$ cat config.mk
export PLATFORM = sky130hd
export DESIGN_NAME = bfpa_datapath
export DESIGN_NICKNAME = d
export VERILOG_FILES = /design/src/sv/bfpa_pkg.sv /design/src/sv/bfpa_datapath.sv
export SDC_FILE = /design/constraint.sdc
export NUM_CORES = 2
export LEC_CHECK = 0
export BUFFER_PORTS_ARGS = -buffer_cell sky130_fd_sc_hd__buf_2
export CORE_ASPECT_RATIO = 2
export CORE_UTILIZATION = 30
export CTS_BUF_LIST = sky130_fd_sc_hd__clkbuf_8
export CTS_CLUSTER_SIZE = 28
export DETAILED_ROUTE_END_ITERATION = 16
export HOLD_SLACK_MARGIN = 0.08
export PLACE_DENSITY = 0.54
export SETUP_SLACK_MARGIN = 0.4
export SLEW_MARGIN = 25
export SYNTH_ARGS = -nofsm -noshare
export SYNTH_HDL_FRONTEND = slang
export SYNTH_MEMORY_MAX_BITS = 65536
export SYNTH_SLANG_ARGS = --single-unit
$ cat constraint.sdc
create_clock -name aclk -period 11.8 [get_ports aclk]
set_input_delay 0.59 -clock aclk [delete_from_list [all_inputs] [get_ports aclk]]
set_output_delay 0.59 -clock aclk [all_outputs]
set_load 0.05 [all_outputs]
$ cat src/sv/bfpa_pkg.sv
// Shared types, constants and controller/datapath interface of the partition allocator.
package bfpa_pkg;

    localparam int ADDR_W = 33;
    localparam int LEN_W  = 34;

    // Largest managed memory size in bytes
    localparam logic [LEN_W-1:0] MEM_MAX = 34'h2_0000_0000;

    // Result status codes
    localparam logic [2:0] ST_OK       = 3'd0;
    localparam logic [2:0] ST_NOFIT    = 3'd1;
    localparam logic [2:0] ST_FULL     = 3'd2;
    localparam logic [2:0] ST_NOTFOUND = 3'd3;
    localparam logic [2:0] ST_ZERO     = 3'd4;

    // Request kinds
    localparam logic REQ_ALLOC = 1'b0;
    localparam logic REQ_FREE  = 1'b1;

    // One partition table entry
    typedef struct packed {
        logic              busy;
        logic [LEN_W-1:0]  len;
        logic [ADDR_W-1:0] start;
    } entry_t;

    // Commands from the controller to the datapath
    typedef struct packed {
        logic       init;      // write entry 0 as one free partition
        logic       take;      // capture the request
        logic       scan_clr;  // clear the scan result
        logic       rd_en;     // read the table
        logic       scan;      // evaluate the read entry
        logic       cap_next;  // keep the read entry as right neighbour
        logic       mv;        // write the read entry to the move address
        logic       wr_rem;    // write the free remainder after the best fit
        logic       wr_grant;  // write the granted partition
        logic       wr_merge;  // write the merged free partition
        logic       resp;      // load the result register
        logic [2:0] code;      // result status
    } dp_cmd_t;

    // Status from the datapath to the controller
    typedef struct packed {
        logic       found;
        logic       exact;
        logic       size_zero;
        logic       is_free;
        logic [1:0] k;         // entries removed by a merge
        logic       out_full;
    } dp_stat_t;

endpackage

$ cat src/sv/bfpa_datapath.sv
// Datapath: partition table memory, scan evaluation, entry updates and result register.
module bfpa_datapath #(
    parameter int TABLE_DEPTH = 64,
    parameter int IW = $clog2(TABLE_DEPTH),
    parameter int CW = $clog2(TABLE_DEPTH + 1)
) (
    input  logic                          aclk,
    input  logic                          aresetn,
    input  bfpa_pkg::dp_cmd_t             cmd,
    input  logic [IW-1:0]                 rd_addr,
    input  logic [IW-1:0]                 mv_addr,
    input  logic [CW-1:0]                 cnt,
    output bfpa_pkg::dp_stat_t            stat,
    output logic [IW-1:0]                 best_idx,
    output logic [IW-1:0]                 lo_idx,
    input  logic                          cfg_valid,
    input  logic [bfpa_pkg::LEN_W-1:0]    cfg_data,
    input  logic [71:0]                   s_tdata,
    input  logic                          s_tuser,
    output logic                          m_tvalid,
    input  logic                          m_tready,
    output logic [47:0]                   m_tdata
);

    bfpa_pkg::entry_t mem [TABLE_DEPTH];
    bfpa_pkg::entry_t rd_data_reg;
    bfpa_pkg::entry_t wr_data;
    logic [IW-1:0]    wr_addr;
    logic             wr_en;

    logic [bfpa_pkg::LEN_W-1:0]  total_reg;
    logic                        type_reg;
    logic [bfpa_pkg::LEN_W-1:0]  size_reg;
    logic [bfpa_pkg::ADDR_W-1:0] addr_reg;

    logic          scan_d_reg, cap_d_reg, mv_d_reg;
    logic [IW-1:0] rd_idx_reg, mv_addr_reg;

    logic                        found_reg, pf_reg, nf_reg;
    logic [IW-1:0]               best_reg;
    logic [bfpa_pkg::LEN_W-1:0]  best_len_reg;
    logic [bfpa_pkg::ADDR_W-1:0] best_start_reg;
    bfpa_pkg::entry_t            last_reg, prev_reg, cur_reg, next_reg;

    logic                        m_valid_reg;
    logic [47:0]                 m_data_reg;

    logic                        alloc_hit, free_hit;
    logic [bfpa_pkg::LEN_W-1:0]  merge_len;
    logic [bfpa_pkg::ADDR_W-1:0] rem_start, grant_out;
    logic [CW+6:0]               cnt_ext;

    // Decide the fit of the entry under evaluation
    assign alloc_hit = !rd_data_reg.busy && (size_reg <= rd_data_reg.len)
                       && (!found_reg || rd_data_reg.len <= best_len_reg);
    assign free_hit  = !found_reg && rd_data_reg.busy && (rd_data_reg.start == addr_reg);

    // Build merge and split values
    assign merge_len = (pf_reg ? prev_reg.len : '0) + cur_reg.len
                       + (nf_reg ? next_reg.len : '0);
    assign rem_start = best_start_reg + size_reg[bfpa_pkg::ADDR_W-1:0];

    // Select the single table write of this cycle
    always_comb begin
        wr_en   = 1'b1;
        wr_addr = mv_addr_reg;
        wr_data = rd_data_reg;
        if (cmd.init) begin
            wr_addr = '0;
            wr_data = '{busy: 1'b0, len: total_reg, start: '0};
        end else if (mv_d_reg) begin
            wr_addr = mv_addr_reg;
            wr_data = rd_data_reg;
        end else if (cmd.wr_rem) begin
            wr_addr = best_reg + IW'(1);
            wr_data = '{busy: 1'b0, len: best_len_reg - size_reg, start: rem_start};
        end else if (cmd.wr_grant) begin
            wr_addr = best_reg;
            wr_data = '{busy: 1'b1, len: size_reg, start: best_start_reg};
        end else if (cmd.wr_merge) begin
            wr_addr = lo_idx;
            wr_data = '{busy: 1'b0, len: merge_len,
                        start: pf_reg ? prev_reg.start : cur_reg.start};
        end else begin
            wr_en = 1'b0;
        end
    end

    // Hold the table
    always_ff @(posedge aclk) begin
        if (wr_en) begin
            mem[wr_addr] <= wr_data;
        end
        if (cmd.rd_en) begin
            rd_data_reg <= mem[rd_addr];
        end
    end

    // Track the read pipeline
    always_ff @(posedge aclk) begin
        if (!aresetn) begin
            scan_d_reg <= 1'b0;
            cap_d_reg  <= 1'b0;
            mv_d_reg   <= 1'b0;
        end else begin
            scan_d_reg <= cmd.scan;
            cap_d_reg  <= cmd.cap_next;
            mv_d_reg   <= cmd.mv;
        end
        rd_idx_reg  <= rd_addr;
        mv_addr_reg <= mv_addr;
    end

    // Hold configuration and request
    always_ff @(posedge aclk) begin
        if (!aresetn) begin
            total_reg <= bfpa_pkg::MEM_MAX;
        end else if (cfg_valid) begin
            total_reg <= (cfg_data > bfpa_pkg::MEM_MAX) ? bfpa_pkg::MEM_MAX : cfg_data;
        end
        if (cmd.take) begin
            type_reg <= s_tuser;
            size_reg <= s_tdata[33:0];
            addr_reg <= s_tdata[66:34];
        end
    end

    // Evaluate scanned entries and capture neighbours
    always_ff @(posedge aclk) begin
        if (!aresetn) begin
            found_reg <= 1'b0;
            pf_reg    <= 1'b0;
            nf_reg    <= 1'b0;
        end else if (cmd.scan_clr) begin
            found_reg <= 1'b0;
            pf_reg    <= 1'b0;
            nf_reg    <= 1'b0;
        end else if (scan_d_reg) begin
            if (type_reg == bfpa_pkg::REQ_ALLOC) begin
                if (alloc_hit) begin
                    found_reg      <= 1'b1;
                    best_reg       <= rd_idx_reg;
                    best_len_reg   <= rd_data_reg.len;
                    best_start_reg <= rd_data_reg.start;
                end
            end else if (free_hit) begin
                found_reg <= 1'b1;
                best_reg  <= rd_idx_reg;
                cur_reg   <= rd_data_reg;
                prev_reg  <= last_reg;
                pf_reg    <= (rd_idx_reg != '0) && !last_reg.busy;
            end
            last_reg <= rd_data_reg;
        end else if (cap_d_reg) begin
            next_reg <= rd_data_reg;
            nf_reg   <= !rd_data_reg.busy;
        end
    end

    // Load and drain the result register
    assign cnt_ext   = {7'd0, cnt};
    assign grant_out = (cmd.code == bfpa_pkg::ST_OK && type_reg == bfpa_pkg::REQ_ALLOC)
                       ? best_start_reg : '0;

    always_ff @(posedge aclk) begin
        if (!aresetn) begin
            m_valid_reg <= 1'b0;
        end else if (cmd.resp) begin
            m_valid_reg <= 1'b1;
        end else if (m_tready) begin
            m_valid_reg <= 1'b0;
        end
        if (cmd.resp) begin
            m_data_reg <= {5'd0, cnt_ext[6:0], grant_out, cmd.code};
        end
    end

    assign m_tvalid = m_valid_reg;
    assign m_tdata  = m_data_reg;

    assign best_idx = best_reg;
    assign lo_idx   = pf_reg ? best_reg - IW'(1) : best_reg;

    assign stat.found     = found_reg;
    assign stat.exact     = (best_len_reg == size_reg);
    assign stat.size_zero = (size_reg == '0);
    assign stat.is_free   = (type_reg == bfpa_pkg::REQ_FREE);
    assign stat.k         = {1'b0, pf_reg} + {1'b0, nf_reg};
    assign stat.out_full  = m_valid_reg && !m_tready;

endmodule

==> flow_metrics.env <==
export IMPL_placed_area_sq_mm=0.207
export IMPL_yosys_warnings=0
export IMPL_worstSetupStartpointType="flip-flop"
export IMPL_syn_area_per_cell_sq_um=22.3
export IMPL_synth_top_family_by_area="multiplexers"
export IMPL_wl_um=625000
export IMPL_synth_edf_count=4840
export IMPL_final_common_cell="edfxtp_1"
export IMPL_grt_first_pass_wirelength_um=848000
export IMPL_initial_core_util=0.301
export IMPL_netlist_instances=8684
export IMPL_hold_viol_final=0
export IMPL_die_w_um=570
export IMPL_power_density_mw_per_mm2=159
export IMPL_maxCapViolCount=0
export IMPL_clkTransAtPathRegs_ns=0.07
export IMPL_critPathKind="flip-flop to flip-flop"
export IMPL_post_cts_buffers=0
export IMPL_htreeDepth=6
export IMPL_die_area_sq_mm=0.648
export IMPL_clock_sinks=4893
export IMPL_ys_ff_latch=4893
export IMPL_grt_antenna_before_repair=71
export IMPL_first_global_vias=102237
export IMPL_cts_tree="built"
export IMPL_cts_buffers=693
export IMPL_skew_ns=0.150
export IMPL_synthToLayoutAreaGrowth_pct=15.4
export IMPL_required_ns=12.56
export IMPL_design_area_sq_mm=0.223
export IMPL_multi_input_area_sq_mm=0.0459
export IMPL_clk_path_buf_depth=5
export IMPL_ys_seq_area_frac=0.757
export IMPL_routed_via_density=5.18
export IMPL_synth_flop_cell="edfxtp_1"
export IMPL_vias=98098
export IMPL_period_minus_slack_ns=6.92
export IMPL_tightestPinTransition_ns=1.18
export IMPL_gp_congestion=0.903
export IMPL_io_pins=212
export IMPL_outcome="completed"
export IMPL_min_path_cells=2
export IMPL_syn_area_sq_mm=0.193
export IMPL_min_period_over_period=0.586
export IMPL_cts_resized=0
export IMPL_fillers=59419
export IMPL_grt_max_degree=143
export IMPL_grt_ovfl_total=0
export IMPL_die_height_um=1140
export IMPL_groute_usage_overall=0.191
export IMPL_dpl_hpwl_um=369000
export IMPL_ir_worst_vdd_v=0.0000960
export IMPL_root_buffer="clkbuf_8"
export IMPL_path_max_fanout=44
export IMPL_io_buffers=201
export IMPL_total_power_mw=35.4
export IMPL_clk_latency_ns=1.23
export IMPL_setup_tns_ns=0
export IMPL_critPathArrivalTime_ns=7.68
export IMPL_postCtsHoldBufs=239
export IMPL_ant_nets=0
export IMPL_synth_fa_ha_area_frac=0.0146
export IMPL_worst_r2r_cell_count=12
export IMPL_coreArea_sq_mm=0.642
export IMPL_synthSimpleGateAreaFrac=0.0191
export IMPL_drv_slew=0
export IMPL_synth_compound_area_share=0.0231
export IMPL_drt_iter0_drc=10965
export IMPL_worstSetupEndpointType="flip-flop"
export IMPL_leakage_nw=70.6
export IMPL_synth_xor_area_share=0.00530
export IMPL_drc=0
export IMPL_setup_viol=0
export IMPL_synth_async_reset_ratio=0
export IMPL_rows=416
export IMPL_slew_headroom=0.205
export IMPL_fin_nets=10032
export IMPL_hold_class="input pin to flip-flop"
export IMPL_rsz0062_at_grt="no"
export IMPL_final_cell_mix="edfxtp_1 (4840), mux4_2 (1428), clkbuf_8 (711)"
export IMPL_first_pass_iters=6
export IMPL_wire_per_inst_um=33.0
export IMPL_yosysUniqueCellTypes=74
export IMPL_yosys_mux_area_fraction=0.169
export IMPL_drive_above_1_share=0.288
export IMPL_max_clock_freq_mhz=145
export IMPL_regArea_sq_mm=0.146
export IMPL_largest_register_ffs=4352
-- synth_stat cells, types with 10 or more instances --
master / number / area share
mux2i_1: 44 / 0.0023
nor2b_1: 88 / 0.0028
o211ai_1: 19 / 0.00074
nor2_1: 202 / 0.0039
edfxtp_1: 4840 / 0.75
clkbuf_1: 268 / 0.0052
inv_1: 132 / 0.0026
buf_1: 89 / 0.0017
a211oi_1: 76 / 0.0030
o21ai_0: 125 / 0.0032
nand2_1: 128 / 0.0025
xnor2_1: 90 / 0.0041
a221oi_1: 10 / 0.00045
fa_1: 36 / 0.0037
o21a_1: 15 / 0.00058
nand2b_1: 16 / 0.00052
nand4_1: 43 / 0.0014
buf_2: 60 / 0.0016
a21o_1: 65 / 0.0025
mux4_2: 1428 / 0.17
nor3_1: 31 / 0.00080
o31ai_1: 17 / 0.00066
and2_1: 107 / 0.0035
and3_1: 14 / 0.00045
nand3_1: 41 / 0.0011
a21oi_1: 239 / 0.0062
xor2_1: 27 / 0.0012
o21bai_1: 13 / 0.00050
o22ai_1: 13 / 0.00042
dfxtp_1: 53 / 0.0055
a31oi_1: 16 / 0.00052
nor4_1: 22 / 0.00071
ha_1: 168 / 0.011
-- cell families (layout without fill, tap and decap cells) --
group	after synthesis	after routing
DFF	4893	4893
muxes	1477	1477
and+or+nand+nor	728	728
AOI/OAI and AO/OA	703	703
buffers and inverters	561	2079
adders and majority gates	204	204
xor gates and xnor gates	117	117
other	1	152
-- power breakdown --
group	switching [mW]	total [mW]	internal, mW
Combinational	1.81	2.74	0.936
Clock	6.60	12.8	6.19
Sequential	0.228	19.9	19.7
-- through the flow --
stage,utilization,hold WS [ns],std cells,setup slack [ns]
floorplan,-,0.400,8688,2.61
global placement,0.323,0.400,17298,5.02
detailed placement,0.323,0.405,17316,4.97
CTS,0.347,0.0806,18772,4.87
global route,0.348,0.164,18911,4.81
finish,0.348,0.147,18922,4.88
-- worst max-delay path, cell delays in order, from the launching register on --
cell     delay [ns]
dfxtp_4        0.59
buf_4          0.73
nand2_1        0.25
nor3_1         0.26
xor2_1         0.29
mux2i_1        0.14
o211a_1        0.24
a21oi_1        0.52
a22o_1         0.36
nand2_1        0.53
nor2_4         0.90
buf_4          0.61
buf_4          0.74
-- per-layer routing --
| layer | up-vias | GRT usage | wire [um] |
|---|---|---|---|
| li1 | 38963 | - | - |
| met1 | 53670 | 0.215 | 220000 |
| met2 | 4247 | 0.348 | 334000 |
| met3 | 1208 | 0.0273 | 38700 |
| met4 | 10 | 0.0999 | 31900 |
| met5 | - | 0 | 69 |
-- cell type report --
type	instances	area share
Antenna cell	147	0.00165
Clock buffer	711	0.0439
Clock inverter	506	0.0131
Inverter	135	0.00227
Multi-Input combinational cell	3234	0.206
Sequential cell	4893	0.656
Tap cell	8569	0.0481
Timing Repair Buffer	727	0.0291
-- worst paths after layout --
check	slack, ns	end	start
min reg2reg	0.38	prev_reg[16]$_DFFE_PP_	last_reg[16]$_DFFE_PP_
min	0.15	mv_addr_reg[4]$_DFF_P_	mv_addr[4]
max reg2reg	4.88	mem[25][38]$_DFFE_PP_	pf_reg$_SDFFE_PP0P_
max	4.88	mem[25][38]$_DFFE_PP_	pf_reg$_SDFFE_PP0P_
(Power assumes the default switching activity.)
