===== src/sv/bfpa_pkg.sv =====
// Shared types, constants and controller/datapath interface of the partition allocator.
package bfpa_pkg;

    localparam int ADDR_W = 33;
    localparam int LEN_W  = 34;

    // Largest managed memory size in bytes
    localparam logic [LEN_W-1:0] MEM_MAX = 34'h2_0000_0000;

    // Result status codes
    localparam logic [2:0] ST_OK       = 3'd0;
    localparam logic [2:0] ST_NOFIT    = 3'd1;
    localparam logic [2:0] ST_FULL     = 3'd2;
    localparam logic [2:0] ST_NOTFOUND = 3'd3;
    localparam logic [2:0] ST_ZERO     = 3'd4;

    // Request kinds
    localparam logic REQ_ALLOC = 1'b0;
    localparam logic REQ_FREE  = 1'b1;

    // One partition table entry
    typedef struct packed {
        logic              busy;
        logic [LEN_W-1:0]  len;
        logic [ADDR_W-1:0] start;
    } entry_t;

    // Commands from the controller to the datapath
    typedef struct packed {
        logic       init;      // write entry 0 as one free partition
        logic       take;      // capture the request
        logic       scan_clr;  // clear the scan result
        logic       rd_en;     // read the table
        logic       scan;      // evaluate the read entry
        logic       cap_next;  // keep the read entry as right neighbour
        logic       mv;        // write the read entry to the move address
        logic       wr_rem;    // write the free remainder after the best fit
        logic       wr_grant;  // write the granted partition
        logic       wr_merge;  // write the merged free partition
        logic       resp;      // load the result register
        logic [2:0] code;      // result status
    } dp_cmd_t;

    // Status from the datapath to the controller
    typedef struct packed {
        logic       found;
        logic       exact;
        logic       size_zero;
        logic       is_free;
        logic [1:0] k;         // entries removed by a merge
        logic       out_full;
    } dp_stat_t;

endpackage


===== src/sv/bfpa_ctrl.sv =====
// Controller: sequences scans, shifts, updates and the result of each request.
module bfpa_ctrl #(
    parameter int TABLE_DEPTH = 64,
    parameter int IW = $clog2(TABLE_DEPTH),
    parameter int CW = $clog2(TABLE_DEPTH + 1)
) (
    input  logic               aclk,
    input  logic               aresetn,
    input  logic               cfg_valid,
    input  logic               s_tvalid,
    output logic               s_tready,
    output bfpa_pkg::dp_cmd_t  cmd,
    output logic [IW-1:0]      rd_addr,
    output logic [IW-1:0]      mv_addr,
    output logic [CW-1:0]      cnt,
    input  bfpa_pkg::dp_stat_t stat,
    input  logic [IW-1:0]      best_idx,
    input  logic [IW-1:0]      lo_idx
);

    localparam int XW = CW + 1;

    typedef enum logic [3:0] {
        S_INIT, S_IDLE, S_START, S_SCAN, S_SWAIT, S_DECIDE, S_SHUP, S_SHWAIT,
        S_SPLIT, S_GRANT, S_FWAIT, S_MERGE, S_SHDN, S_SHDWAIT, S_RESP
    } state_t;

    state_t        state_reg, state_next;
    logic [IW-1:0] ptr_reg, ptr_next;
    logic [CW-1:0] cnt_reg, cnt_next;
    logic [2:0]    code_reg, code_next;

    logic [XW-1:0] last_x, best_x, lo_src_x, ptr_x, k_x;
    logic [IW-1:0] last_idx;

    assign last_x   = XW'(cnt_reg) - XW'(1);
    assign last_idx = last_x[IW-1:0];
    assign best_x   = XW'(best_idx);
    assign k_x      = XW'(stat.k);
    assign lo_src_x = XW'(lo_idx) + XW'(1) + k_x;
    assign ptr_x    = XW'(ptr_reg);

    // Next state and commands
    always_comb begin
        state_next = state_reg;
        ptr_next   = ptr_reg;
        cnt_next   = cnt_reg;
        code_next  = code_reg;
        cmd        = '0;
        cmd.code   = code_reg;
        rd_addr    = ptr_reg;
        mv_addr    = ptr_reg;
        unique case (state_reg)
            S_INIT: begin
                cmd.init   = 1'b1;
                cnt_next   = CW'(1);
                state_next = S_IDLE;
            end
            S_IDLE: begin
                if (s_tvalid) begin
                    cmd.take   = 1'b1;
                    state_next = S_START;
                end
            end
            S_START: begin
                cmd.scan_clr = 1'b1;
                ptr_next     = '0;
                if (!stat.is_free && stat.size_zero) begin
                    code_next  = bfpa_pkg::ST_ZERO;
                    state_next = S_RESP;
                end else begin
                    state_next = S_SCAN;
                end
            end
            S_SCAN: begin
                cmd.rd_en = 1'b1;
                cmd.scan  = 1'b1;
                if (ptr_reg == last_idx) begin
                    state_next = S_SWAIT;
                end else begin
                    ptr_next = ptr_reg + IW'(1);
                end
            end
            S_SWAIT: state_next = S_DECIDE;
            S_DECIDE: begin
                if (!stat.is_free) begin
                    if (!stat.found) begin
                        code_next  = bfpa_pkg::ST_NOFIT;
                        state_next = S_RESP;
                    end else if (stat.exact) begin
                        state_next = S_GRANT;
                    end else if (XW'(cnt_reg) >= XW'(TABLE_DEPTH)) begin
                        code_next  = bfpa_pkg::ST_FULL;
                        state_next = S_RESP;
                    end else if (best_x < last_x) begin
                        ptr_next   = last_idx;
                        state_next = S_SHUP;
                    end else begin
                        state_next = S_SPLIT;
                    end
                end else begin
                    if (!stat.found) begin
                        code_next  = bfpa_pkg::ST_NOTFOUND;
                        state_next = S_RESP;
                    end else if (best_x < last_x) begin
                        cmd.rd_en    = 1'b1;
                        cmd.cap_next = 1'b1;
                        rd_addr      = best_idx + IW'(1);
                        state_next   = S_FWAIT;
                    end else begin
                        state_next = S_MERGE;
                    end
                end
            end
            S_SHUP: begin
                cmd.rd_en = 1'b1;
                cmd.mv    = 1'b1;
                mv_addr   = ptr_reg + IW'(1);
                if (ptr_x == best_x + XW'(1)) begin
                    state_next = S_SHWAIT;
                end else begin
                    ptr_next = ptr_reg - IW'(1);
                end
            end
            S_SHWAIT: state_next = S_SPLIT;
            S_SPLIT: begin
                cmd.wr_rem = 1'b1;
                cnt_next   = cnt_reg + CW'(1);
                state_next = S_GRANT;
            end
            S_GRANT: begin
                cmd.wr_grant = 1'b1;
                code_next    = bfpa_pkg::ST_OK;
                state_next   = S_RESP;
            end
            S_FWAIT: state_next = S_MERGE;
            S_MERGE: begin
                cmd.wr_merge = 1'b1;
                code_next    = bfpa_pkg::ST_OK;
                if (stat.k != 2'd0 && lo_src_x <= last_x) begin
                    ptr_next   = lo_src_x[IW-1:0];
                    state_next = S_SHDN;
                end else begin
                    cnt_next   = CW'(XW'(cnt_reg) - k_x);
                    state_next = S_RESP;
                end
            end
            S_SHDN: begin
                cmd.rd_en = 1'b1;
                cmd.mv    = 1'b1;
                mv_addr   = IW'(ptr_x - k_x);
                if (ptr_reg == last_idx) begin
                    state_next = S_SHDWAIT;
                end else begin
                    ptr_next = ptr_reg + IW'(1);
                end
            end
            S_SHDWAIT: begin
                cnt_next   = CW'(XW'(cnt_reg) - k_x);
                state_next = S_RESP;
            end
            S_RESP: begin
                if (!stat.out_full) begin
                    cmd.resp   = 1'b1;
                    state_next = S_IDLE;
                end
            end
            default: state_next = S_INIT;
        endcase
        // Restart the table on a register write
        if (cfg_valid) begin
            state_next = S_INIT;
        end
    end

    // Hold state and counters
    always_ff @(posedge aclk) begin
        if (!aresetn) begin
            state_reg <= S_INIT;
            ptr_reg   <= '0;
            cnt_reg   <= CW'(1);
            code_reg  <= bfpa_pkg::ST_OK;
        end else begin
            state_reg <= state_next;
            ptr_reg   <= ptr_next;
            cnt_reg   <= cnt_next;
            code_reg  <= code_next;
        end
    end

    assign s_tready = (state_reg == S_IDLE) && !cfg_valid;
    assign cnt      = cnt_reg;

endmodule


===== config.mk =====
export PLATFORM = sky130hd
export DESIGN_NAME = bfpa_ctrl
export DESIGN_NICKNAME = d
export VERILOG_FILES = /design/src/sv/bfpa_pkg.sv /design/src/sv/bfpa_ctrl.sv
export SDC_FILE = /design/constraint.sdc
export NUM_CORES = 1
export LEC_CHECK = 0
export ABC_CLOCK_PERIOD_IN_PS = 4050
export BUFFER_PORTS_ARGS = -buffer_cell sky130_fd_sc_hd__buf_4
export CAP_MARGIN = 10
export CORE_MARGIN = 2
export CORE_UTILIZATION = 59
export CTS_BUF_LIST = sky130_fd_sc_hd__clkbuf_2
export DETAILED_ROUTE_END_ITERATION = 12
export HOLD_SLACK_MARGIN = 0.08
export PLACE_DENSITY_LB_ADDON = 0.3
export SETUP_SLACK_MARGIN = 0.5
export SLEW_MARGIN = 20
export SYNTH_ARGS = -nofsm -noshare
export SYNTH_HDL_FRONTEND = slang
export SYNTH_SLANG_ARGS = --single-unit

===== constraint.sdc =====
create_clock -name aclk -period 4.05 [get_ports aclk]
set_clock_uncertainty 0.2 [all_clocks]
set_input_delay 0.405 -clock aclk [delete_from_list [all_inputs] [get_ports aclk]]
set_output_delay 0.405 -clock aclk [all_outputs]
set_load 0.02 [all_outputs]

==> results by group, run 1 <==
Setup path
  • Max FO, Critical Path: 4
  • CP bufs+invs: 2
  • CP arrival: between 3 and 4 ns
  • CP peak stage delay: ~0.4 ns
  • Crit Path Category: reg2out
  • Crit start category: flop
  • CP Capture Type: output port
  • CP cell instances: inv_4 -> ha_4 -> xnor2_4 -> ha_4 -> o211ai_1 -> a21boi_2 -> a2111oi_4 -> a2bb2oi_2 -> nor2_2 -> nor3_4 -> mux2_4 -> buf_6
  • Worst Path Required: 3.44 ns
  • Slowest CP cell: dfxtp_4
  • Crit-path leading delay family: compound AO/OA/AOI/OAI gates
  • CP most frequent cell: ha_4

Logic synthesis
  • Yosys warns: 0
  • Post-synth EDFFs: 0
  • Xor/xnor cell area share of the yosys netlist: 12.39%
  • Synth Area in Adders: between 10% and 20%
  • Post-Synth Simple-Gate Area: between 20% and 30%
  • #FFs+latches synth: 20
  • Syn nets: ~460
  • Synth Instances: roughly 420
  • Async SR Flop Fraction: 0%
  • Main combinational cell family by area after synthesis: compound AO/OA/AOI/OAI gates
  • Synth Area in Compound Gates: 26.99%
  • Post-synthesis cell area: 3059 µm²
  • Mux contribution to synthesized area: under 10%
  • Syn Area/Cell: roughly 7.4 µm²
  • Ys flop type: dfxtp_1
  • Netlist cell types: 75
  • Sequential fraction of the synthesis area: a little over an eighth

Layout
  • P&R area growth vs syn: 24.46%
  • Most common cell after layout, fill and taps aside: buf_4
  • Max reg flops: 7
  • Post-layout nets: 528
  • Antenna cells: 0
  • Most frequent cells in the layout: 75 x buf_4, 43 x nand2_1, 37 x nor2_1, 32 x a21oi_1, 24 x o21ai_0
  • Share of cells above drive strength 1: between 20% and 30%
  • Post-route cell area: around 3800 µm²

Route
  • Vias/cell: roughly 6.4
  • DRC viols: 0
  • Drt initial violations: between 300 and 400
  • Drt wl/cell: between 15 and 20 µm
  • Vias: between 3000 and 4000
  • Routed Antenna Nets: 0
  • Final WL: between 9000 and 10000 µm
  • Pre-Repair DR Iteration Count: 5

Clock network
  • Reg clk slew, reported paths: between 0.2 and 0.25 ns
  • H-tree Lvls: 1
  • Clock tree from TritonCTS: built
  • Total CTS buffers: 3
  • Clk buf depth: 2
  • CTS Sinks: 20
  • Clock latency on the worst-skew pair: roughly 0.37 ns
  • CTS Root Buffer Type: clkbuf_2
  • Cts hold-fix bufs: 0

Place
  • Worst slack at placement: around 0.38 ns
  • Area after DPL: around 3600 µm²
  • Post-DP HPWL: 7282 µm
  • GP Congestion: approximately 0.97
  • PortBufs: 56

Pwr
  • Max VDD drop: ~0.13 mV
  • Sw frac: 32.64%
  • Gate power share: slightly above 30%
  • Static leakage: ~1.6 nW
  • PwrDens: between 100 and 150 nW/µm²
  • Switching pwr: 170.7 µW
  • Int Power: roughly 350 µW
  • Clk pwr share: 31.2%
  • Flop pwr share: 38.0%

Job
  • Max cap viols: 0

Global routing
  • Initial antenna violation count: 0
  • Grt total ovfl: 0
  • Global-route wire length before repair: 16330 µm
  • Vias in the first global route: approximately 3400
  • Total track usage: 34.13%
  • Largest net degree at the start of global routing: 24

STA
  • Setup slack after layout: roughly 0.38 ns
  • Least-Margin Pin Slew: 0.6082 ns
  • Max frequency: about 0.27 GHz
  • Final Hold Fails: 0
  • RSZ-0062 raised after global routing: yes
  • Slew margin rel.: roughly 59%
  • Final setup vio count: 0
  • Setup TNS: 0 ns
  • Max-slew violations: 0
  • Minimum clock period: about 3.7 ns
  • Final Cycle Share: ~90%

Die
  • Row count: 26
  • Die Span Y: ~76 µm
  • I/O pin cnt: 57
  • Starting density of the core: about three fifths
  • Core Area: slightly above 5000 µm²
  • DIE WIDTH: 76.01 µm
  • Die Footprint: about 5800 µm²

Status
  • Run status: complete, no violations

Hold path
  • Hold Crit Class: in2reg
[synth_stat cells, types with 2 or more instances]
| cell | number | share of area [%] |
|---|---|---|
| buf_4 | 2 | 0.49 |
| a21oi_1 | 33 | 5.4 |
| buf_1 | 3 | 0.37 |
| o22ai_1 | 7 | 1.4 |
| nor4_1 | 3 | 0.61 |
| nor3b_1 | 2 | 0.49 |
| o211ai_1 | 4 | 0.98 |
| dfxtp_1 | 20 | 13 |
| a31oi_1 | 6 | 1.2 |
| a22oi_1 | 3 | 0.74 |
| xnor3_1 | 4 | 2.9 |
| nand3_1 | 14 | 2.3 |
| a211oi_1 | 6 | 1.5 |
| nand2_1 | 43 | 5.3 |
| a31o_2 | 2 | 0.57 |
| o32ai_1 | 2 | 0.57 |
| nor2_1 | 37 | 4.5 |
| mux2_4 | 3 | 1.5 |
| or3_1 | 6 | 1.2 |
| o221ai_1 | 2 | 0.57 |
| nand4_1 | 3 | 0.61 |
| clkbuf_1 | 11 | 1.3 |
| xnor2_1 | 20 | 5.7 |
| o221a_2 | 2 | 0.74 |
| ha_1 | 23 | 9.4 |
| xor2_1 | 8 | 2.3 |
| fa_1 | 3 | 2.0 |
| a221oi_1 | 2 | 0.57 |
| o21ai_0 | 24 | 3.9 |
| o21a_1 | 7 | 1.7 |
| mux2i_1 | 5 | 1.6 |
| nor2b_1 | 9 | 1.8 |
| o31a_1 | 2 | 0.57 |
| a22o_1 | 3 | 0.86 |
| nor3_1 | 16 | 2.6 |
| and3_1 | 5 | 1.0 |
| o2bb2ai_1 | 2 | 0.57 |
| nand2b_1 | 7 | 1.4 |
| inv_1 | 25 | 3.1 |
[path summary, 6_finish.rpt]
| check | start | end | slack (ns) | cells past startpoint |
|---|---|---|---|---|
| max | cnt[0] | rd_addr[2] | 0.38 | 12 |
| min | aresetn | cnt[0] | 0.13 | 2 |
| max reg2reg | cnt[2] | cnt[5] | 0.70 | 11 |
| min reg2reg | code_reg[0] | code_reg[0] | 0.31 | 2 |
[final cells by class]
| class | instances | area [µm²] |
|---|---|---|
| well taps | 70 | 87.58 |
| flip-flops and latches | 20 | 407.9 |
| clock inverters | 1 | 30.03 |
| clock buffers | 3 | 15.01 |
| inverters | 26 | 102.6 |
| repair buffers | 79 | 608.1 |
| multi-input cells | 349 | 2556 |
| fillers | 377 | 1235 |
[stage by stage]
step                      instances  hold WS [ns]  util (%)  power [mW]
after floorplan                 415        0.3008         -      0.2946
after global placement          533        0.2729     70.87      0.3459
after detailed placement        533        0.2823     70.87      0.3501
after CTS                       545        0.1290     74.59      0.5124
after global routing            548        0.1319     75.51      0.5433
final                           548        0.1277     75.51      0.5230
[timing repair]
action                                  in CTS  in global routing
pin swaps                                    9                  7
cloned                                       0                  0
endpoints found under the setup margin       8                 13
setup buffers                                8                  3
gates resized for setup                     16                  4
[power by group through the flow]
| stage | Combinational [mW] | Sequential (mW) | Clock, mW |
|---|---|---|---|
| after floorplan | 0.0910 | 0.204 | 0 |
| after global placement | 0.143 | 0.203 | 0 |
| after detailed placement | 0.147 | 0.203 | 0 |
| after CTS | 0.151 | 0.199 | 0.162 |
| after global routing | 0.175 | 0.199 | 0.170 |
| final | 0.161 | 0.199 | 0.163 |
[logic make-up (layout without fill, tap and decap cells)]
family                   count (synthesis)  in the layout
AND/OR/NAND/NOR                        159            159
multiplexers                             8              8
XOR/XNOR                                34             34
adder cells (fa/ha/maj)                 26             26
AO/OA/AOI/OAI                          122            122
buffers and inverters                   46            109
flip-flops                              20             20
[per-layer routing]
layer	global-route usage, %	share of wire, %	up-vias
li1	-	-	1642
met1	43.39	40	1596
met2	58.21	47	211
met3	4.147	9.0	35
met4	15.09	4.0	0
met5	0	0	-
(Power assumes the default switching activity.)
==> run 2: changes to the inputs <==
--- a/config.mk
+++ b/config.mk
@@ -5,11 +5,12 @@
 export SDC_FILE = /design/constraint.sdc
 export NUM_CORES = 1
 export LEC_CHECK = 0
+export ABC_AREA = 1
 export ABC_CLOCK_PERIOD_IN_PS = 4050
 export BUFFER_PORTS_ARGS = -buffer_cell sky130_fd_sc_hd__buf_4
 export CAP_MARGIN = 10
 export CORE_MARGIN = 2
-export CORE_UTILIZATION = 59
+export CORE_UTILIZATION = 58
 export CTS_BUF_LIST = sky130_fd_sc_hd__clkbuf_2
 export DETAILED_ROUTE_END_ITERATION = 12
 export HOLD_SLACK_MARGIN = 0.08
==> run 2 against run 1 <==
Effect of this change: fmax grew 13%; non-clock buffer count shrank 23; synthesized cell count grew 20%.
==> results by group, run 2 <==
Status
  • Run status: complete, no violations

Global routing
  • Vias in the first global route: 3353
  • Global-route wire length before repair: 15300 µm
  • Initial antenna violation count: 0
  • Total track usage: about a third
  • Largest net degree at the start of global routing: 14
  • Grt total ovfl: 0

Logic synthesis
  • Post-synth EDFFs: 0
  • Synth Instances: about 500
  • Most common library cells after synthesis: 111 x nand2_1, 80 x inv_1, 50 x nor2_1
  • Most area-consuming cells after synthesis: nand2_1 14%, dfxtp_1 13%, inv_1 10%, ha_1 9.6%, nand3_1 6.7%
  • Synth Area in Adders: ~12%
  • Netlist cell types: 40
  • Ys flop type: dfxtp_1
  • #FFs+latches synth: 20
  • Main combinational cell family by area after synthesis: simple AND/OR/NAND/NOR gates
  • Syn nets: 547
  • Syn Area/Cell: approximately 6 µm²
  • Count leader, synth: nand2_1
  • Mux contribution to synthesized area: 0%
  • Biggest area consumer among synthesized cells: nand2_1
  • Async SR Flop Fraction: 0%
  • Sequential fraction of the synthesis area: a little over an eighth
  • Post-synth top area share: around 14%
  • Post-synthesis cell area: about 3000 µm²
  • Yosys warns: 0
  • Xor/xnor cell area share of the yosys netlist: roughly 6.3%
  • Synth Area in Compound Gates: between 10% and 20%
  • Post-Synth Simple-Gate Area: about two fifths

STA
  • Minimum clock period: between 3 and 4 ns
  • Final Hold Fails: 0
  • Least-Margin Pin Slew: approximately 0.45 ns
  • Final Cycle Share: about four fifths
  • Hold_ws: between 0.1 and 0.15 ns
  • RSZ-0062 raised after global routing: no
  • Final setup vio count: 0
  • Setup TNS: 0 ns
  • Setup slack after layout: approximately 0.81 ns
  • Max frequency: about 0.3 GHz
  • Max-slew violations: 0
  • Slew margin rel.: 70.26%

Setup path
  • Worst setup startpoint: cnt[0]
  • CP arrival: 2.64 ns
  • R2R Setup Slk: between 1 and 1.5 ns
  • Worst path depth: 13
  • Max FO, Critical Path: 12
  • Crit Path Category: reg2out
  • Crit start category: flop
  • Crit-path leading delay family: adder cells
  • CP peak stage delay: 0.43 ns
  • Reg2Reg Depth: 19
  • Crit path to: rd_addr[4]
  • CP bufs+invs: 2
  • R2r startpoint: cnt[0]
  • Slowest CP cell: dfxtp_1
  • CP most frequent cell: nand2_2
  • Worst flop-to-flop path endpoint: ptr_reg[1]
  • CP Capture Type: output port
  • Worst Path Required: between 3 and 4 ns
  • CP cell instances: inv_2 -> ha_1 -> ha_1 -> o21ai_0 -> nand2_1 -> nand2_1 -> nand3_1 -> nand2_2 -> nand2_2 -> nand2_4 -> nand2_2 -> o21ai_0 -> buf_4

Die
  • Starting density of the core: between 50% and 60%
  • Die Footprint: slightly below 6000 µm²
  • Core Area: between 5000 and 6000 µm²
  • Row count: 26
  • DIE WIDTH: 75.91 µm
  • Die Span Y: ~76 µm
  • I/O pin cnt: 57

Layout
  • Post-route cell area: 3508 µm²
  • Antenna cells: 0
  • Filler cells: around 480
  • Most common cell after layout, fill and taps aside: nand2_1
  • Post-layout nets: 601
  • P&R area growth vs syn: 16.98%
  • Max reg flops: 7
  • Share of cells above drive strength 1: between 20% and 30%
  • Most frequent cells in the layout: 110 x nand2_1, 80 x inv_1, 56 x buf_4, 50 x nor2_1, 40 x nand3_1

Clock network
  • CTS Sinks: 20
  • Reg clk slew, reported paths: approximately 0.23 ns
  • Total CTS buffers: 3
  • CTS Root Buffer Type: clkbuf_2
  • Clock latency on the worst-skew pair: 0.35 ns
  • PostCTS Resize Cnt: 0
  • Clk buf depth: 2
  • Clock tree from TritonCTS: built
  • Post-CTS Setup Bufs: 0
  • Cts hold-fix bufs: 0
  • H-tree Lvls: 1

Place
  • Worst slack at placement: between 0.7 and 0.8 ns
  • Post-DP HPWL: between 7000 and 8000 µm
  • Area after DPL: about 3500 µm²
  • PortBufs: 56
  • GP Congestion: a little under 1

Pwr
  • Total power: 711.3 µW
  • Sw frac: 41.43%
  • Switching pwr: ~290 µW
  • PwrDens: a little over 200 nW/µm²
  • Flop pwr share: 31.9%
  • Max VDD drop: ~0.17 mV
  • Clk pwr share: around 22%
  • Int Power: around 420 µW
  • Static leakage: 1.872 nW
  • Gate power share: a little under half

Route
  • Drt wl/cell: between 10 and 15 µm
  • DRC viols: 0
  • Pre-Repair DR Iteration Count: 5
  • Final WL: about 9000 µm
  • Routed Antenna Nets: 0
  • Vias/cell: around 5.7
  • Drt initial violations: around 370
  • Vias: between 3000 and 4000

Job
  • Max cap viols: 0

Hold path
  • Hold Crit Class: in2reg
## run 2: cell count changes after synthesis, moves of 10 or more
cell      previous run  this run
nand3_1             14        40
inv_2                0        12
nand2_1             43       111
clkbuf_1            11         0
nand2_2              0        15
a21oi_1             33        23
xnor2_1             20         3
inv_1               25        80
nor2_1              37        50
## run 2: area by class of cell
type / count / area, µm² / area share, %
timing repair buffer: 56 / 420.4 / 11.98
inverter: 92 / 345.3 / 9.843
tap: 70 / 87.58 / 2.496
multi-input combinational: 379 / 2208 / 62.95
clock buffer: 3 / 15.01 / 0.4280
clock inverter: 1 / 30.03 / 0.8559
sequential: 20 / 401.6 / 11.45
## run 2: through the flow
step           instances  utilization (%)
4_1_cts              621            69.50
5_1_grt              621            69.58
3_3_place_gp         617            68.61
2_1_floorplan        498                -
3_5_place_dp         617            68.61
6_report             621            69.58
## run 2: per-layer routing
layer  routed length, µm  GRT usage (%)  up-vias
met5                   0              0        -
met4                 359          12.73        0
met3                 695          3.452       38
met2                4338          57.23      198
met1                3759          38.98     1565
li1                    -              -     1719
## run 2: cell families after synthesis
family	after synthesis
DFF	20
and+or+nand+nor	254
xor gates and xnor gates	20
buffers and inverters	99
AOI/OAI and AO/OA	79
adders and majority gates	26
## run 2: worst reg2reg max path: stages, from the launching register on
cell     delay, ns
dfxtp_1       0.43
inv_2         0.12
ha_1          0.25
nand2_1       0.12
inv_1         0.06
nand3_1       0.06
nand2_1       0.05
nand2_1       0.11
inv_1         0.07
ha_1          0.32
inv_1         0.06
nor3_2        0.21
nand4_1       0.16
nand2_2       0.12
a21oi_1       0.10
nor2_4        0.20
nand2_4       0.10
nand2_1       0.08
inv_1         0.04
nor2_1        0.11
## run 2: power groups by stage
stage | Clock (mW) | Sequential (mW) | Combinational (mW)
after floorplan | 0 | 0.227 | 0.225
after global placement | 0 | 0.229 | 0.313
after detailed placement | 0 | 0.230 | 0.322
after CTS | 0.161 | 0.226 | 0.323
after global routing | 0.164 | 0.228 | 0.364
final | 0.157 | 0.227 | 0.328
## run 2: worst min path at each step
stage,start,endpoint,depth (start not counted),slack (ns)
2_1_floorplan,state_reg[2],state_reg[2],2,0.29
3_3_place_gp,code_reg[1],code_reg[1],2,0.24
3_5_place_dp,code_reg[1],code_reg[1],2,0.25
4_1_cts,cfg_valid,state_reg[2],3,0.10
5_1_grt,cfg_valid,state_reg[1],3,0.11
6_report,cfg_valid,state_reg[2],3,0.12
==> run 3: changes to the inputs <==
--- a/config.mk
+++ b/config.mk
@@ -6,11 +6,11 @@
 export NUM_CORES = 1
 export LEC_CHECK = 0
 export ABC_AREA = 1
-export ABC_CLOCK_PERIOD_IN_PS = 4050
+export ABC_CLOCK_PERIOD_IN_PS = 2900
 export BUFFER_PORTS_ARGS = -buffer_cell sky130_fd_sc_hd__buf_4
 export CAP_MARGIN = 10
 export CORE_MARGIN = 2
-export CORE_UTILIZATION = 58
+export CORE_UTILIZATION = 53
 export CTS_BUF_LIST = sky130_fd_sc_hd__clkbuf_2
 export DETAILED_ROUTE_END_ITERATION = 12
 export HOLD_SLACK_MARGIN = 0.08
==> constraint.sdc (replaced) <==
create_clock -name aclk -period 2.9 [get_ports aclk]
set_clock_uncertainty 0.2 [all_clocks]
set_input_delay 0.29 -clock aclk [delete_from_list [all_inputs] [get_ports aclk]]
set_output_delay 0.29 -clock aclk [all_outputs]
set_load 0.02 [all_outputs]
==> run 3 against run 2 <==
Effect of this change: final cell count rose by 6.1%; critical path depth is 6 higher; largest cell class unchanged; global-route usage is 1.8 points lower; first-iteration DRC count grew 9.9%; clock-buffer cell count unchanged; die area up 8.9%; utilization increased by 9.0 points.
==> results by group, run 3 (same netlist as run 2, synthesis figures left out) <==
Clock network
  • Clock tree from TritonCTS: built
  • Clk buf depth: 2
  • Total CTS buffers: 3
  • Reg clk slew, reported paths: 0.22 ns
  • CTS Sinks: 20
  • Clock latency on the worst-skew pair: 0.33 ns
  • H-tree Lvls: 1
  • CTS Root Buffer Type: clkbuf_2

Place
  • Cells after DPL: about 630
  • PortBufs: 56
  • GP Congestion: 0.9912
  • Worst slack at placement: -0.06093 ns
  • Post-DP HPWL: 7196 µm

Die
  • DIE WIDTH: around 79 µm
  • I/O pin cnt: between 50 and 60
  • Starting density of the core: a little over half
  • Die Span Y: about 79 µm
  • Row count: 27
  • Core Area: between 5000 and 6000 µm²
  • Die Footprint: roughly 6300 µm²

Setup path
  • CP bufs+invs: 6
  • CP arrival: 2.90 ns
  • Max FO, Critical Path: 8
  • R2r startpoint: cnt[1]
  • R2R Setup Slk: 0.03 ns
  • CP cell instances: buf_4 -> inv_2 -> ha_4 -> fa_2 -> inv_2 -> nand4_1 -> nand2_1 -> inv_1 -> ha_1 -> nand2_1 -> nor3_2 -> nand4_1 -> nand2_2 -> nand3_2 -> nand2_2 -> clkinv_4 -> buf_6 -> o21ai_2 -> nor2_1
  • Slowest CP cell: fa_2
  • CP Capture Type: flop
  • Worst Path Required: around 2.9 ns
  • CP peak stage delay: about 0.39 ns
  • Crit Path Category: in2reg
  • Crit start category: input pin
  • Worst flop-to-flop path endpoint: cnt[6]
  • Crit-path leading delay family: simple AND/OR/NAND/NOR gates
  • Reg2Reg Depth: 16

Hold path
  • Hold path start: stat[3]
  • Hold Crit Class: in2reg
  • Worst Hold Path EP: code_reg[2]
  • Worst hold path stage count: 4

Global routing
  • Largest net degree at the start of global routing: 14
  • Grt total ovfl: 0
  • Vias in the first global route: between 3000 and 4000
  • Global-route wire length before repair: approximately 15000 µm
  • Initial antenna violation count: 0
  • Total track usage: roughly 30%

Route
  • Pre-Repair DR Iteration Count: 6
  • Drt wl/cell: approximately 16 µm
  • Vias/cell: around 6
  • Routed Antenna Nets: 0
  • DRC viols: 0
  • Drt initial violations: between 400 and 500
  • Final WL: roughly 10000 µm
  • Vias: between 3000 and 4000

Layout
  • Antenna cells: 0
  • Finished Layout Cells: approximately 660
  • Share of cells above drive strength 1: 39.52%
  • P&R area growth vs syn: 43.30%
  • Post-layout nets: about 640
  • Max reg flops: 7
  • Most frequent cells in the layout: 87 x nand2_1, 78 x buf_4, 68 x inv_1, 46 x nor2_1, 38 x nand3_1
  • Most common cell after layout, fill and taps aside: nand2_1

STA
  • Max frequency: around 0.35 GHz
  • Least-Margin Pin Slew: 0.4299 ns
  • Max-slew violations: 0
  • Final Hold Fails: 0
  • Setup slack after layout: ~0.033 ns
  • Final Cycle Share: between 90% and 100%
  • Setup TNS: 0 ns
  • Minimum clock period: roughly 2.9 ns
  • Slew margin rel.: between 70% and 80%
  • RSZ-0062 raised after global routing: yes
  • Final setup vio count: 0

Pwr
  • PwrDens: between 200 and 300 nW/µm²
  • Static leakage: 2.121 nW
  • Max VDD drop: between 0.2 and 0.3 mV

Job
  • Max cap viols: 0

Status
  • Run status: complete, no violations
==> run 3: tightest hold or removal path, stage by stage <==
cell     delay (ns)
buf_4          0.12
nor3_1         0.09
a21oi_1        0.12
nor2_1         0.05
==> run 3: power by group <==
part | switching, mW | leakage, nW | internal, mW | total (mW)
registers | 0.0281 | 0.169 | 0.285 | 0.314
logic | 0.357 | 1.93 | 0.261 | 0.618
clock network | 0.0933 | 0.0266 | 0.119 | 0.212
==> run 3: timing repair <==
action / CTS / global route
hold buffers: 2 / 0
setup endpoints to repair: 28 / 32
endpoints found under the hold margin: 16 / 0
pin swaps: 9 / 26
resized for setup: 45 / 70
gates cloned: 1 / 0
setup buffers: 12 / 14
==> run 3: how the worst max path moves through the flow <==
| stage | endpoint | cells after the start | from |
|---|---|---|---|
| after detailed placement | cnt[6] | 20 | stat[1] |
| after global placement | cnt[6] | 20 | stat[1] |
| final | cnt[6] | 19 | stat[1] |
| after floorplan | cnt[4] | 18 | lo_idx[1] |
| after CTS | rd_addr[1] | 17 | cnt[0] |
| after global routing | cnt[6] | 16 | cnt[1] |
==> run 3: layout make-up <==
cell class / instances / area, µm²
Clock inverter: 1 / 30.03
Sequential cell: 20 / 432.9
Multi-Input combinational cell: 379 / 2586
Inverter: 92 / 377.9
Clock buffer: 3 / 15.01
Fill cell: 411 / 1175
Tap cell: 72 / 90.09
Timing Repair Buffer: 92 / 765.7
==> run 3: metal layers <==
layer / wire (µm) / GRT usage (%) / vias up
met5: 0 / 0 / -
met4: 476 / 12.24 / 0
met3: 841 / 1.818 / 55
met2: 4961 / 53.64 / 246
met1: 4158 / 37.62 / 1755
li1: - / - / 1794
==> run 3: per-stage QoR <==
stage / cell area (µm²) / total power, mW / utilization, % / hold WS [ns]
finish: 4298 / 1.144 / 78.53 / 0.1462
global route: 4298 / 1.204 / 78.53 / 0.1601
CTS: 3949 / 1.041 / 72.15 / 0.1386
detailed placement: 3635 / 0.7899 / 66.42 / 0.2531
global placement: 3635 / 0.7803 / 66.42 / 0.2371
floorplan: 3126 / 0.6508 / - / 0.2284
